File: config.mk
export PLATFORM = sky130hd
export DESIGN_NAME = settable_hhmmss_clock_with_display_scan_flat
export DESIGN_NICKNAME = d
export VERILOG_FILES = /design/src/rtl/hms_pkg.sv /design/src/rtl/hms_if.sv /design/src/rtl/hms_time.sv /design/src/rtl/hms_disp.sv /design/src/rtl/settable_hhmmss_clock_with_display_scan.sv /design/src/flat_wrapper.sv
export SDC_FILE = /design/constraint.sdc
export NUM_CORES = 1
export LEC_CHECK = 0
export BUFFER_PORTS_ARGS = -buffer_cell sky130_fd_sc_hd__buf_2
export CAP_MARGIN = 20
export CORE_UTILIZATION = 40
export CTS_CLUSTER_DIAMETER = 200
export CTS_CLUSTER_SIZE = 14
export DETAILED_ROUTE_END_ITERATION = 10
export PLACE_DENSITY = 0.6
export SYNTH_ARGS = -nofsm -noshare
export SYNTH_HDL_FRONTEND = slang
export SYNTH_SLANG_ARGS = --single-unit
File: constraint.sdc
create_clock -name clk -period 10.3 [get_ports clk]
set_input_delay 0.515 -clock clk [delete_from_list [all_inputs] [get_ports clk]]
set_output_delay 0.515 -clock clk [all_outputs]
set_load 0.1 [all_outputs]
File: src/rtl/hms_pkg.sv
package hms_pkg;

  // Default prescaler counter width
  localparam int PRESCALE_WIDTH_DEF = 16;

  // Configuration register
  localparam int          TPS_WIDTH = 16;
  localparam logic [15:0] TPS_RESET = 16'd60;

  // Display geometry
  localparam int          NUM_DIGITS = 6;
  localparam logic [2:0]  LAST_POS   = 3'(NUM_DIGITS - 1);

  // Edit positions, second ones first
  localparam logic [2:0] IDX_SEC_ONES  = 3'd0;
  localparam logic [2:0] IDX_SEC_TENS  = 3'd1;
  localparam logic [2:0] IDX_MIN_ONES  = 3'd2;
  localparam logic [2:0] IDX_MIN_TENS  = 3'd3;
  localparam logic [2:0] IDX_HOUR_ONES = 3'd4;
  localparam logic [2:0] IDX_HOUR_TENS = 3'd5;

  // All segments off (active low)
  localparam logic [7:0] SEG_BLANK = 8'hFF;

  // Active-low seven-segment codes for 0..9
  localparam logic [7:0] SEG_TABLE [10] = '{
    8'h40, 8'hF9, 8'h24, 8'h30, 8'h19, 8'h12, 8'h02, 8'hF8, 8'h00, 8'h10
  };

  typedef enum logic [1:0] {
    ACT_TICK    = 2'd0,
    ACT_SELECT  = 2'd1,
    ACT_INC     = 2'd2,
    ACT_REFRESH = 2'd3
  } action_t;

  typedef struct packed {
    logic [1:0] hour_tens;
    logic [3:0] hour_ones;
    logic [2:0] minute_tens;
    logic [3:0] minute_ones;
    logic [2:0] second_tens;
    logic [3:0] second_ones;
  } time_t;

  // Segment code of a digit; codes above nine fold back by ten
  function automatic logic [7:0] seg_code(input logic [3:0] d);
    logic [3:0] k;
    k = (d >= 4'd10) ? 4'(d - 4'd10) : d;
    return SEG_TABLE[k];
  endfunction

  // Digit of the time at an edit index
  function automatic logic [3:0] digit_at(input time_t t, input logic [2:0] idx);
    logic [3:0] d;
    unique case (idx)
      IDX_SEC_ONES:  d = t.second_ones;
      IDX_SEC_TENS:  d = 4'(t.second_tens);
      IDX_MIN_ONES:  d = t.minute_ones;
      IDX_MIN_TENS:  d = 4'(t.minute_tens);
      IDX_HOUR_ONES: d = t.hour_ones;
      IDX_HOUR_TENS: d = 4'(t.hour_tens);
      default:       d = 4'd0;
    endcase
    return d;
  endfunction

endpackage

File: src/rtl/hms_if.sv
// Input channel: one action per transfer
interface hms_in_if;
  logic              valid;
  logic              ready;
  hms_pkg::action_t  action;
  logic              set_mode;

  modport source (output valid, action, set_mode, input ready);
  modport sink   (input valid, action, set_mode, output ready);
endinterface

// Result channel: time, display drive and edit position
interface hms_out_if;
  logic       valid;
  logic       ready;
  logic [1:0] hour_tens;
  logic [3:0] hour_ones;
  logic [2:0] minute_tens;
  logic [3:0] minute_ones;
  logic [2:0] second_tens;
  logic [3:0] second_ones;
  logic [5:0] digit_enable;
  logic [7:0] segment_pattern;
  logic [2:0] selected_digit;

  modport source (output valid, hour_tens, hour_ones, minute_tens, minute_ones,
                  second_tens, second_ones, digit_enable, segment_pattern,
                  selected_digit, input ready);
  modport sink   (input valid, hour_tens, hour_ones, minute_tens, minute_ones,
                  second_tens, second_ones, digit_enable, segment_pattern,
                  selected_digit, output ready);
endinterface

// Configuration write channel: ticks per second
interface hms_cfg_if;
  logic        valid;
  logic        ready;
  logic [15:0] ticks_per_second;

  modport source (output valid, ticks_per_second, input ready);
  modport sink   (input valid, ticks_per_second, output ready);
endinterface

File: src/rtl/hms_time.sv
module hms_time #(
  parameter int PRESCALE_WIDTH = hms_pkg::PRESCALE_WIDTH_DEF
) (
  input  logic                     clk,
  input  logic                     rst_n,
  input  logic                     cfg_we,
  input  logic [15:0]              cfg_data,
  input  logic                     step,
  input  hms_pkg::action_t         action,
  input  logic                     set_mode,
  output hms_pkg::time_t           time_nxt,
  output logic [2:0]               edit_pos_nxt,
  output logic [2:0]               edit_pos_q
);
  import hms_pkg::*;

  // Compare width covers both the counter and the register
  localparam int CW = ((PRESCALE_WIDTH > TPS_WIDTH) ? PRESCALE_WIDTH : TPS_WIDTH) + 1;

  logic [TPS_WIDTH-1:0]      tps_r;
  time_t                     time_r;
  logic [PRESCALE_WIDTH-1:0] sub_r, sub_nxt;
  logic [2:0]                edit_pos_r;
  logic [CW-1:0]             sub_inc;
  logic [CW-1:0]             tps_ext;

  // One second forward with BCD cascade and 24-hour wrap
  function automatic time_t advance(input time_t t);
    time_t r;
    r = t;
    if (t.second_ones < 4'd9) begin
      r.second_ones = t.second_ones + 4'd1;
    end else begin
      r.second_ones = 4'd0;
      if (t.second_tens < 3'd5) begin
        r.second_tens = t.second_tens + 3'd1;
      end else begin
        r.second_tens = 3'd0;
        if (t.minute_ones < 4'd9) begin
          r.minute_ones = t.minute_ones + 4'd1;
        end else begin
          r.minute_ones = 4'd0;
          if (t.minute_tens < 3'd5) begin
            r.minute_tens = t.minute_tens + 3'd1;
          end else begin
            r.minute_tens = 3'd0;
            if (t.hour_ones < 4'd9) begin
              r.hour_ones = t.hour_ones + 4'd1;
            end else begin
              r.hour_ones = 4'd0;
              r.hour_tens = t.hour_tens + 2'd1;
            end
            // 24 or more hours rolls over to midnight
            if (r.hour_tens == 2'd3 || (r.hour_tens == 2'd2 && r.hour_ones >= 4'd4)) begin
              r = '0;
            end
          end
        end
      end
    end
    return r;
  endfunction

  // Bump one digit, wrapping at its own limit
  function automatic time_t bump(input time_t t, input logic [2:0] idx);
    time_t r;
    r = t;
    unique case (idx)
      IDX_SEC_ONES:  r.second_ones = (t.second_ones >= 4'd9) ? 4'd0 : t.second_ones + 4'd1;
      IDX_SEC_TENS:  r.second_tens = (t.second_tens >= 3'd5) ? 3'd0 : t.second_tens + 3'd1;
      IDX_MIN_ONES:  r.minute_ones = (t.minute_ones >= 4'd9) ? 4'd0 : t.minute_ones + 4'd1;
      IDX_MIN_TENS:  r.minute_tens = (t.minute_tens >= 3'd5) ? 3'd0 : t.minute_tens + 3'd1;
      IDX_HOUR_ONES: r.hour_ones   = (t.hour_ones >= 4'd9) ? 4'd0 : t.hour_ones + 4'd1;
      IDX_HOUR_TENS: r.hour_tens   = (t.hour_tens >= 2'd2) ? 2'd0 : t.hour_tens + 2'd1;
      default:       r = t;
    endcase
    return r;
  endfunction

  assign sub_inc = CW'(sub_r) + CW'(1);
  assign tps_ext = CW'(tps_r);

  // Next state for the current action
  always_comb begin
    time_nxt     = time_r;
    sub_nxt      = sub_r;
    edit_pos_nxt = edit_pos_r;
    unique case (action)
      ACT_TICK: begin
        if (!set_mode) begin
          if (sub_inc >= tps_ext) begin
            sub_nxt  = '0;
            time_nxt = advance(time_r);
          end else begin
            sub_nxt = sub_inc[PRESCALE_WIDTH-1:0];
          end
        end
      end
      ACT_SELECT: begin
        if (set_mode) begin
          edit_pos_nxt = (edit_pos_r >= LAST_POS) ? 3'd0 : edit_pos_r + 3'd1;
        end
      end
      ACT_INC: begin
        if (set_mode) begin
          time_nxt = bump(time_r, edit_pos_r);
        end
      end
      ACT_REFRESH: begin
        time_nxt = time_r;
      end
      default: begin
        time_nxt = time_r;
      end
    endcase
  end

  // Time, prescaler, edit position and config register
  always_ff @(posedge clk) begin
    if (!rst_n) begin
      tps_r      <= TPS_RESET;
      time_r     <= '0;
      sub_r      <= '0;
      edit_pos_r <= 3'd0;
    end else begin
      if (cfg_we) begin
        tps_r <= cfg_data;
      end
      if (step) begin
        time_r     <= time_nxt;
        sub_r      <= sub_nxt;
        edit_pos_r <= edit_pos_nxt;
      end
    end
  end

  assign edit_pos_q = edit_pos_r;

endmodule

File: src/rtl/hms_disp.sv
module hms_disp (
  input  logic             clk,
  input  logic             rst_n,
  input  logic             step,
  input  hms_pkg::action_t action,
  input  logic             set_mode,
  input  logic [2:0]       edit_pos,
  input  hms_pkg::time_t   time_cur,
  output logic [5:0]       digit_enable,
  output logic [7:0]       segment_pattern
);
  import hms_pkg::*;

  logic [2:0] scan_r, scan_nxt;

  // Pick the shown position and its digit
  always_comb begin
    logic [2:0] pos;
    logic [2:0] idx;
    pos             = 3'd0;
    idx             = 3'd0;
    scan_nxt        = scan_r;
    digit_enable    = '0;
    segment_pattern = SEG_BLANK;
    if (action == ACT_REFRESH) begin
      if (set_mode) begin
        idx = edit_pos;
        pos = LAST_POS - idx;
      end else begin
        pos      = scan_r;
        idx      = LAST_POS - pos;
        scan_nxt = (scan_r >= LAST_POS) ? 3'd0 : scan_r + 3'd1;
      end
      digit_enable    = 6'(6'd1 << pos);
      segment_pattern = seg_code(digit_at(time_cur, idx));
    end
  end

  // Scan position register
  always_ff @(posedge clk) begin
    if (!rst_n) begin
      scan_r <= 3'd0;
    end else if (step) begin
      scan_r <= scan_nxt;
    end
  end

endmodule

File: src/rtl/settable_hhmmss_clock_with_display_scan.sv
// Settable 24-hour HH:MM:SS clock with a six-digit seven-segment scan. Each
// input transfer carries one action (tick, select, increment, refresh) and
// yields exactly one result: the time after the action, the edit position,
// and for a refresh an active-low segment code with a one-hot digit enable
// (other actions give enable 0 and all segments off). One item is taken per
// clock unless a waiting result is not taken; the state update and display
// decode feed a single result register, valid in the cycle after accept; the
// input stays open while a result waits if the sink takes it in the same cycle.
// ticks_per_second is written through the cfg channel, which is always ready.
module settable_hhmmss_clock_with_display_scan #(
  parameter int PRESCALE_WIDTH = hms_pkg::PRESCALE_WIDTH_DEF
) (
  input  logic      clk,
  input  logic      rst_n,
  hms_in_if.sink    in_ch,
  hms_out_if.source out_ch,
  hms_cfg_if.sink   cfg_ch
);
  import hms_pkg::*;

  logic       accept;
  logic       out_valid_r;
  time_t      time_nxt;
  logic [2:0] edit_pos_nxt;
  logic [2:0] edit_pos_q;
  logic [5:0] enable_c;
  logic [7:0] pattern_c;
  time_t      time_out_r;
  logic [5:0] enable_out_r;
  logic [7:0] pattern_out_r;
  logic [2:0] sel_out_r;

  // Handshake
  assign in_ch.ready  = !out_valid_r || out_ch.ready;
  assign accept       = in_ch.valid && in_ch.ready;
  assign cfg_ch.ready = 1'b1;

  hms_time #(
    .PRESCALE_WIDTH (PRESCALE_WIDTH)
  ) u_time (
    .clk          (clk),
    .rst_n        (rst_n),
    .cfg_we       (cfg_ch.valid),
    .cfg_data     (cfg_ch.ticks_per_second),
    .step         (accept),
    .action       (in_ch.action),
    .set_mode     (in_ch.set_mode),
    .time_nxt     (time_nxt),
    .edit_pos_nxt (edit_pos_nxt),
    .edit_pos_q   (edit_pos_q)
  );

  hms_disp u_disp (
    .clk             (clk),
    .rst_n           (rst_n),
    .step            (accept),
    .action          (in_ch.action),
    .set_mode        (in_ch.set_mode),
    .edit_pos        (edit_pos_nxt),
    .time_cur        (time_nxt),
    .digit_enable    (enable_c),
    .segment_pattern (pattern_c)
  );

  // Result valid
  always_ff @(posedge clk) begin
    if (!rst_n) begin
      out_valid_r <= 1'b0;
    end else if (accept) begin
      out_valid_r <= 1'b1;
    end else if (out_ch.ready) begin
      out_valid_r <= 1'b0;
    end
  end

  // Result payload
  always_ff @(posedge clk) begin
    if (accept) begin
      time_out_r    <= time_nxt;
      enable_out_r  <= enable_c;
      pattern_out_r <= pattern_c;
      sel_out_r     <= edit_pos_nxt;
    end
  end

  assign out_ch.valid           = out_valid_r;
  assign out_ch.hour_tens       = time_out_r.hour_tens;
  assign out_ch.hour_ones       = time_out_r.hour_ones;
  assign out_ch.minute_tens     = time_out_r.minute_tens;
  assign out_ch.minute_ones     = time_out_r.minute_ones;
  assign out_ch.second_tens     = time_out_r.second_tens;
  assign out_ch.second_ones     = time_out_r.second_ones;
  assign out_ch.digit_enable    = enable_out_r;
  assign out_ch.segment_pattern = pattern_out_r;
  assign out_ch.selected_digit  = sel_out_r;

`ifndef SYNTH
  // At most one position is lit in any result
  a_enable_onehot: assert property (@(posedge clk) disable iff (!rst_n)
    out_valid_r |-> $onehot0(enable_out_r))
    else $error("digit enable not one-hot");

  // No position enabled means all segments dark
  a_blank_when_off: assert property (@(posedge clk) disable iff (!rst_n)
    (out_valid_r && enable_out_r == 6'd0) |-> pattern_out_r == SEG_BLANK)
    else $error("segments lit with no digit enabled");

  // Tens of minutes and seconds never pass five
  a_tens_range: assert property (@(posedge clk) disable iff (!rst_n)
    out_valid_r |-> (time_out_r.minute_tens <= 3'd5 && time_out_r.second_tens <= 3'd5))
    else $error("tens digit out of range");

  // Edit position stays on the display
  a_edit_pos_range: assert property (@(posedge clk) disable iff (!rst_n)
    edit_pos_q <= LAST_POS)
    else $error("edit position out of range");
`endif

endmodule
File: src/flat_wrapper.sv
// flat-port wrapper written by rule: the top's interface ports become plain ports
module settable_hhmmss_clock_with_display_scan_flat import hms_pkg::*;
#(
  parameter int PRESCALE_WIDTH = hms_pkg::PRESCALE_WIDTH_DEF
)
  (clk, rst_n, in_ch_valid, in_ch_action, in_ch_set_mode, in_ch_ready, out_ch_valid, out_ch_hour_tens, out_ch_hour_ones, out_ch_minute_tens, out_ch_minute_ones, out_ch_second_tens, out_ch_second_ones, out_ch_digit_enable, out_ch_segment_pattern, out_ch_selected_digit, out_ch_ready, cfg_ch_valid, cfg_ch_ticks_per_second, cfg_ch_ready);
  hms_in_if in_ch_i ();
  hms_out_if out_ch_i ();
  hms_cfg_if cfg_ch_i ();
  input  logic clk;
  input  logic rst_n;
  input wire logic [$bits(in_ch_i.valid)-1:0] in_ch_valid;
  input wire logic [$bits(in_ch_i.action)-1:0] in_ch_action;
  input wire logic [$bits(in_ch_i.set_mode)-1:0] in_ch_set_mode;
  output wire logic [$bits(in_ch_i.ready)-1:0] in_ch_ready;
  output wire logic [$bits(out_ch_i.valid)-1:0] out_ch_valid;
  output wire logic [$bits(out_ch_i.hour_tens)-1:0] out_ch_hour_tens;
  output wire logic [$bits(out_ch_i.hour_ones)-1:0] out_ch_hour_ones;
  output wire logic [$bits(out_ch_i.minute_tens)-1:0] out_ch_minute_tens;
  output wire logic [$bits(out_ch_i.minute_ones)-1:0] out_ch_minute_ones;
  output wire logic [$bits(out_ch_i.second_tens)-1:0] out_ch_second_tens;
  output wire logic [$bits(out_ch_i.second_ones)-1:0] out_ch_second_ones;
  output wire logic [$bits(out_ch_i.digit_enable)-1:0] out_ch_digit_enable;
  output wire logic [$bits(out_ch_i.segment_pattern)-1:0] out_ch_segment_pattern;
  output wire logic [$bits(out_ch_i.selected_digit)-1:0] out_ch_selected_digit;
  input wire logic [$bits(out_ch_i.ready)-1:0] out_ch_ready;
  input wire logic [$bits(cfg_ch_i.valid)-1:0] cfg_ch_valid;
  input wire logic [$bits(cfg_ch_i.ticks_per_second)-1:0] cfg_ch_ticks_per_second;
  output wire logic [$bits(cfg_ch_i.ready)-1:0] cfg_ch_ready;
  assign in_ch_i.valid = in_ch_valid;
  assign in_ch_i.action = in_ch_action;
  assign in_ch_i.set_mode = in_ch_set_mode;
  assign in_ch_ready = in_ch_i.ready;
  assign out_ch_valid = out_ch_i.valid;
  assign out_ch_hour_tens = out_ch_i.hour_tens;
  assign out_ch_hour_ones = out_ch_i.hour_ones;
  assign out_ch_minute_tens = out_ch_i.minute_tens;
  assign out_ch_minute_ones = out_ch_i.minute_ones;
  assign out_ch_second_tens = out_ch_i.second_tens;
  assign out_ch_second_ones = out_ch_i.second_ones;
  assign out_ch_digit_enable = out_ch_i.digit_enable;
  assign out_ch_segment_pattern = out_ch_i.segment_pattern;
  assign out_ch_selected_digit = out_ch_i.selected_digit;
  assign out_ch_i.ready = out_ch_ready;
  assign cfg_ch_i.valid = cfg_ch_valid;
  assign cfg_ch_i.ticks_per_second = cfg_ch_ticks_per_second;
  assign cfg_ch_ready = cfg_ch_i.ready;
  settable_hhmmss_clock_with_display_scan #(.PRESCALE_WIDTH(PRESCALE_WIDTH)) u_core (.clk(clk), .rst_n(rst_n), .in_ch(in_ch_i), .out_ch(out_ch_i), .cfg_ch(cfg_ch_i));
endmodule
==> results of run 1 <==
==> path summary, 6_finish.rpt <==
path	start	endpoint	slack [ns]	cells past startpoint
max	u_core.u_time.sub_r[2]	u_core.out_ch.segment_pattern[3]	4.71	20
min	cfg_ch_ticks_per_second[5]	u_core.u_time.tps_r[5]	0.38	3
max reg2reg	u_core.u_time.sub_r[2]	u_core.out_ch.segment_pattern[3]	4.71	20
min reg2reg	u_core.u_time.sub_r[11]	u_core.u_time.sub_r[11]	0.49	2
==> through the flow <==
stage / hold slack [ns] / instances / total power [mW] / util [%] / area, sq um
after global placement: 0.4748 / 1029 / 0.6741 / 44.08 / 7103
after global routing: 0.3875 / 1045 / 1.096 / 46.16 / 7440
after detailed placement: 0.4811 / 1029 / 0.6741 / 44.08 / 7103
final: 0.3805 / 1045 / 1.051 / 46.16 / 7440
after CTS: 0.3748 / 1045 / 1.059 / 46.16 / 7440
after floorplan: 0.4543 / 784 / 0.6285 / - / 6704
==> layout make-up <==
type                       instances  area [sq um]
timing repair buffer              64         325.3
inverter                          49         183.9
clock inverter                     6         107.6
multi-input combinational        604          4031
tap                              216         270.3
clock buffer                      10         229.0
sequential                        96          2292
fill                            1610          8676
==> power by group through the flow <==
stage | logic (mW) | clock network (mW) | registers (mW)
2_1_floorplan | 0.114 | 0 | 0.514
3_3_place_gp | 0.234 | 0 | 0.440
3_5_place_dp | 0.234 | 0 | 0.440
4_1_cts | 0.235 | 0.392 | 0.432
5_1_grt | 0.255 | 0.407 | 0.434
6_report | 0.235 | 0.384 | 0.432
==> worst max-delay path: stages, from the launching register on <==
cell and delay, ns:
dfxtp_1 0.42, nand3_1 0.18, nor2_1 0.29, nand3_1 0.23
or3_1 0.40, xnor2_1 0.15, ha_1 0.30, nand4_1 0.12
o21ai_0 0.16, a311oi_2 0.31, a21boi_0 0.24, nor2_1 0.66
nor3_1 0.18, o32ai_1 0.43, a31o_2 0.25, nor3_1 0.08
nor2_1 0.23, inv_1 0.13, ha_1 0.21, a211oi_2 0.26
a221oi_1 0.08
==> placed cells by master, fill, tap and decap left out, types with 3 or more instances in the layout <==
master     Yosys  layout
a211o_1        3       3
a211oi_1       6       6
a21boi_0      24      24
a21oi_1       41      41
a221oi_1       5       5
a22oi_1        5       5
a31oi_1        8       8
and2_1        12      12
and3_1         6       6
buf_2          3      62
bufinv_16      0       3
clkbuf_16      0       9
dfxtp_1       59      59
edfxtp_1      37      37
ha_1          46      46
inv_1         48      48
mux2_2         3       3
mux2i_1       15      15
nand2_1       94      94
nand2b_1       8       8
nand3_1       27      27
nand4_1        7       7
nor2_1        74      74
nor2b_1       23      23
nor3_1        16      16
nor3b_1       10      10
nor4_1         5       5
o211a_1        6       6
o211ai_1       9       9
o21ai_0       43      43
o21ai_1        5       5
o21ai_2        5       5
o221ai_1       6       6
o22ai_1        5       5
o31ai_1        4       4
or3_1          3       3
xnor2_1       10      10
xor2_1         6       6
==> cells by family after synthesis <==
| kind of cell | after synthesis | synth area share, % |
|---|---|---|
| compound gates | 213 | 22.99 |
| xor+xnor | 16 | 2.090 |
| fa+ha+maj | 46 | 8.585 |
| buf+inv | 84 | 5.673 |
| flops | 96 | 34.19 |
| mux | 19 | 2.967 |
| other cells | 1 | 0.05594 |
| simple gates | 309 | 23.44 |
==> per-layer routing <==
layer / vias up / GRT usage, % / routed length [um]
li1: 2913 / - / -
met1: 2846 / 28.17 / 8372
met2: 165 / 31.45 / 7792
met3: 14 / 3.241 / 808
met4: 0 / 5.749 / 194
met5: - / 0 / 0
==> flip-flops by register name, indices dropped and copies added (netlist names) <==
signal and cells:
u_core.out_ch.valid 1, u_core.out_ch.segment_pattern 8, u_core.out_ch.minute_ones 4, u_core.out_ch.hour_ones 4, u_core.out_ch.second_tens 3, u_core.out_ch.hour_tens 2
u_core.out_ch.digit_enable 6, u_core.u_disp.scan_r 3, u_core.u_time.tps_r 16, u_core.out_ch.minute_tens 3, u_core.u_time.time_r 20, u_core.out_ch.second_ones 4
u_core.out_ch.selected_digit 3, u_core.u_time.sub_r 16, u_core.u_time.edit_pos_q 3
==> metrics, run 1 <==
Setup crit start kind register; total track usage 20.05%; status complete, no violations; Synth top area share 17.62%; number of max-slew violations in the final report 0; Static Leak 2.997 nW; Core Rows 46; Max-Slew Margin vs Limit 36.04%; clock slew at reported path FFs 0.07 ns; worst slew pin tran 0.9593 ns; combinational share of power 22.4%; ant diodes 0; CTS tree yes; first-pass GRT wire length 27990 um; Clock Tree Root clkbuf_16; NetSw 338.9 uW; starting density of the core 41.60%; critical path class register to register; Remaining Overflow, GRT 0; post_cts resized 0; crit end category register; max frequency 178.9 MHz; required time worst endpoint 10.36 ns; initial antenna violation count 0; vias per inst 5.682; Worst EP arrival 5.65 ns; Finish-stage setup viols 0; skew final 0.007555 ns; nets 894; Post-synth top cells nand2_1, nor2_1, dfxtp_1; Post-synth ARST share 0%; Clock Sinks 96; ys flop type dfxtp_1; die height 131.5 um; peak supply drop 0.07908 mV; DRT Pass-1 Iters 5; RSZ-0062 raised after global routing no; wire per inst 16.43 um; HP Class primary input to register; CTS Buf Count 9; Hold-fix buffers, CTS 0; Mapped Area 6704 sq um; largest cells by area after synthesis dfxtp_1, edfxtp_1, ha_1; fin crit share 54.26%; worst skew pair latency 0.35 ns; Place WS 4.827 ns; CTS H-tree depth 3; sw frac 32.24%; core area 16120 sq um; vias in the first global route 5349; Power per Cell Area 141.3 nW/um^2; die area 17280 sq um; EDFF count, synth 37; Post-Syn Nets 854; largest area contributor in the netlist dfxtp_1; Post-Synthesis Cells 784; largest net degree at the start of global routing 63; hpwl dp 12230 um; Area Overhead vs Synth 10.97%; # port buffers 62; # IOs 64; synth unique cells 97; crit path max fanout 10; max cap viols 0; synthesis warning total 0; Pint 712.1 uW; Seq cells post-synth 96; register area share after synthesis 34.19%; initial DRC count 413; vias 5938; min cycle time layout 5.589 ns; Post-CTS Setup Bufs 0; RD Place Congestion 0.8995; sequential share of power 41.1%; min setup slack post-route 4.711 ns; most frequent cell after synthesis nand2_1; maximum root-to-sink buffer count 2; Synth Area per Inst 8.551 sq um; WL final 17170 um; Fin. Hold Viols 0; Die X 131.5 um; share of cells above drive strength 1 14.72%; Antenna Nets Post-Route 0; Clk pwr share 36.5%; DRC Markers 0; setup TNS 0 ns
Note: power is estimated with default switching activity, not from simulation.
==> run 2: changes to the inputs <==
--- a/config.mk
+++ b/config.mk
@@ -5,6 +5,7 @@
 export SDC_FILE = /design/constraint.sdc
 export NUM_CORES = 1
 export LEC_CHECK = 0
+export ABC_AREA = 1
 export BUFFER_PORTS_ARGS = -buffer_cell sky130_fd_sc_hd__buf_2
 export CAP_MARGIN = 20
 export CORE_UTILIZATION = 40
==> constraint.sdc (replaced) <==
create_clock -name clk -period 5.52 [get_ports clk]
set_input_delay 0.276 -clock clk [delete_from_list [all_inputs] [get_ports clk]]
set_output_delay 0.276 -clock clk [all_outputs]
set_load 0.1 [all_outputs]
==> metrics, run 2 <==
Post-CTS Setup Bufs 0; CTS Buf Count 9; initial DRC count 327; Seq cells post-synth 96; largest net degree at the start of global routing 50; EDFF count, synth 37; share of cells above drive strength 1 17.31%; status complete, no violations; most frequent cell after synthesis nand2_1; RSZ-0062 raised after global routing no; worst r2r path cells 34; CTS H-tree depth 3; Crit path top cell by count inv_1; Max-Slew Margin vs Limit 31.37%; register area share after synthesis 36.05%; Power, Total 1.983 mW; fin crit share 88.18%; clock slew at reported path FFs 0.07 ns; vias per inst 5.005; Finish-stage setup viols 0; most frequent cells in the layout nand2_1, inv_1, a21oi_1; die height 128.1 um; Post-synth top cells nand2_1, inv_1, a21oi_1; most common cell after layout, fill and taps aside nand2_1; skew final 0.01054 ns; max cap viols 0; max frequency 205.5 MHz; Die X 128.1 um; Largest Register u_core.u_time.time_r; Static Leak 3.308 nW; min cycle time layout 4.867 ns; Post-Synthesis Cells 849; Antenna Nets Post-Route 0; post-route insts no fill 1118; Clock Tree Root clkbuf_16; sequential share of power 41.2%; DRT Pass-1 Iters 5; HP Class primary input to register; Hold-fix buffers, CTS 0; peak supply drop 0.2113 mV; Crit. path cell count 34; maximum root-to-sink buffer count 2; Setup crit start kind register; Post-synth ARST share 0%; Worst EP arrival 4.99 ns; dpl cells 1102; Mapped Area 6359 sq um; largest area contributor in the netlist dfxtp_1; NetSw 719.3 uW; largest registers u_core.u_time.time_r x20, u_core.u_time.sub_r x16, u_core.u_time.tps_r x16; slowest cell delay on critical path 0.41 ns; DRC Markers 0; crit end category register; core area 15370 sq um; CTS tree yes; WL final 15760 um; synthesis warning total 0; largest cells by area after synthesis dfxtp_1, edfxtp_1, nand2_1; CP startpoint u_core.u_time.sub_r[0]; synth unique cells 51; Area Overhead vs Synth 12.53%; sw frac 36.28%; hpwl dp 11650 um; # IOs 64; Core Rows 45; ant diodes 0; Reg2Reg Launch Point u_core.u_time.sub_r[0]; Worst path top cell family by delay simple AND/OR/NAND/NOR gates; Buf+Inv Stages, Crit Path 8; Post-Syn Nets 919; end of the critical path u_core.out_ch.segment_pattern[7]; Fin. Hold Viols 0; Synth top area share 18.58%; nets 972; required time worst endpoint 5.64 ns; vias 5596; total track usage 20.31%; die area 16400 sq um; reg2reg end u_core.out_ch.segment_pattern[7]; starting density of the core 41.37%; ys flop type dfxtp_1; crit path max fanout 12; setup TNS 0 ns; slowest CP cell dfxtp_1; worst skew pair latency 0.36 ns; initial antenna violation count 0; Clock Sinks 96; Power per Cell Area 277.1 nW/um^2; Synth Area per Inst 7.490 sq um; worst slew pin tran 1.028 ns; Fill cells 1528; RD Place Congestion 0.9501; number of max-slew violations in the final report 0; combinational share of power 26.4%; Clk pwr share 32.3%; Pint 1.263 mW; # port buffers 62; first-pass GRT wire length 26100 um; critical path class register to register; Largest register FFs 20; vias in the first global route 5322; reg2reg setup slack 0.65 ns; Remaining Overflow, GRT 0; wire per inst 14.10 um
==> run 2: worst reg2reg max path: cells and delay by family (launching register included) <==
family / cells / cell delay (ns)
compound gates: 1 / 0.30
xor+xnor: 1 / 0.22
fa+ha+maj: 3 / 0.67
buf+inv: 8 / 0.58
flops: 1 / 0.41
simple gates: 21 / 2.46
==> run 2: through the flow <==
step	area (sq um)	hold WS, ns	setup slack, ns	utilization (%)
after floorplan	6359	0.4024	1.312	-
after global placement	6854	0.4567	0.7215	44.59
after detailed placement	6854	0.4620	0.6633	44.59
after CTS	7149	0.1257	0.6169	46.51
after global routing	7156	0.1455	0.06480	46.55
final	7156	0.1326	0.6527	46.55
==> run 2: how the worst min path moves through the flow <==
stage                                           from                endpoint  slack (ns)  cells past startpoint
final                     cfg_ch_ticks_per_second[5]  u_core.u_time.tps_r[5]        0.13                      3
after global routing      cfg_ch_ticks_per_second[4]  u_core.u_time.tps_r[4]        0.15                      3
after CTS                 cfg_ch_ticks_per_second[3]  u_core.u_time.tps_r[3]        0.13                      3
after detailed placement      u_core.u_time.tps_r[6]  u_core.u_time.tps_r[6]        0.46                      2
after global placement        u_core.u_time.tps_r[6]  u_core.u_time.tps_r[6]        0.46                      2
after floorplan           cfg_ch_ticks_per_second[2]  u_core.u_time.tps_r[2]        0.40                      2
==> run 2: repair_timing <==
action / CTS / global route
endpoints found under the setup margin: 0 / 1
hold endpoints to repair: 0 / 0
resized for setup: 0 / 2
==> run 2: area by class of cell <==
type / instances / area, sq um / share of cell area [%]
inverters: 148 / 555.5 / 7.764
well taps: 211 / 264.0 / 3.689
multi-input cells: 580 / 3401 / 47.53
clock inverters: 6 / 66.31 / 0.9267
flip-flops and latches: 96 / 2292 / 32.03
clock buffers: 10 / 229.0 / 3.200
repair buffers: 67 / 347.8 / 4.861
==> run 2: power groups by stage <==
stage | Clock, mW | Combinational [mW] | Sequential, mW
after floorplan | 0 | 0.262 | 0.989
after global placement | 0 | 0.521 | 0.834
after detailed placement | 0 | 0.523 | 0.833
after CTS | 0.656 | 0.526 | 0.818
after global routing | 0.678 | 0.574 | 0.823
final | 0.641 | 0.524 | 0.817
==> run 2: logic make-up (layout without fill, tap and decap cells) <==
group | Yosys count | in the layout | synth area share, %
simple gates | 324 | 324 | 24.12
compound gates | 191 | 191 | 17.67
buf+inv | 173 | 231 | 10.57
flops | 96 | 96 | 36.05
fa+ha+maj | 46 | 46 | 9.052
xor+xnor | 18 | 18 | 2.479
other cells | 1 | 1 | 0.05898
==> run 2: metal layers <==
layer | vias up | global-route usage [%] | part of all wire [%] | routed length (um)
li1 | 2910 | - | - | -
met3 | 22 | 3.381 | 3.8 | 605
met5 | - | 0 | 0 | 0
met1 | 2544 | 26.41 | 47 | 7484
met2 | 120 | 34.08 | 47 | 7379
met4 | 0 | 6.920 | 1.8 | 290
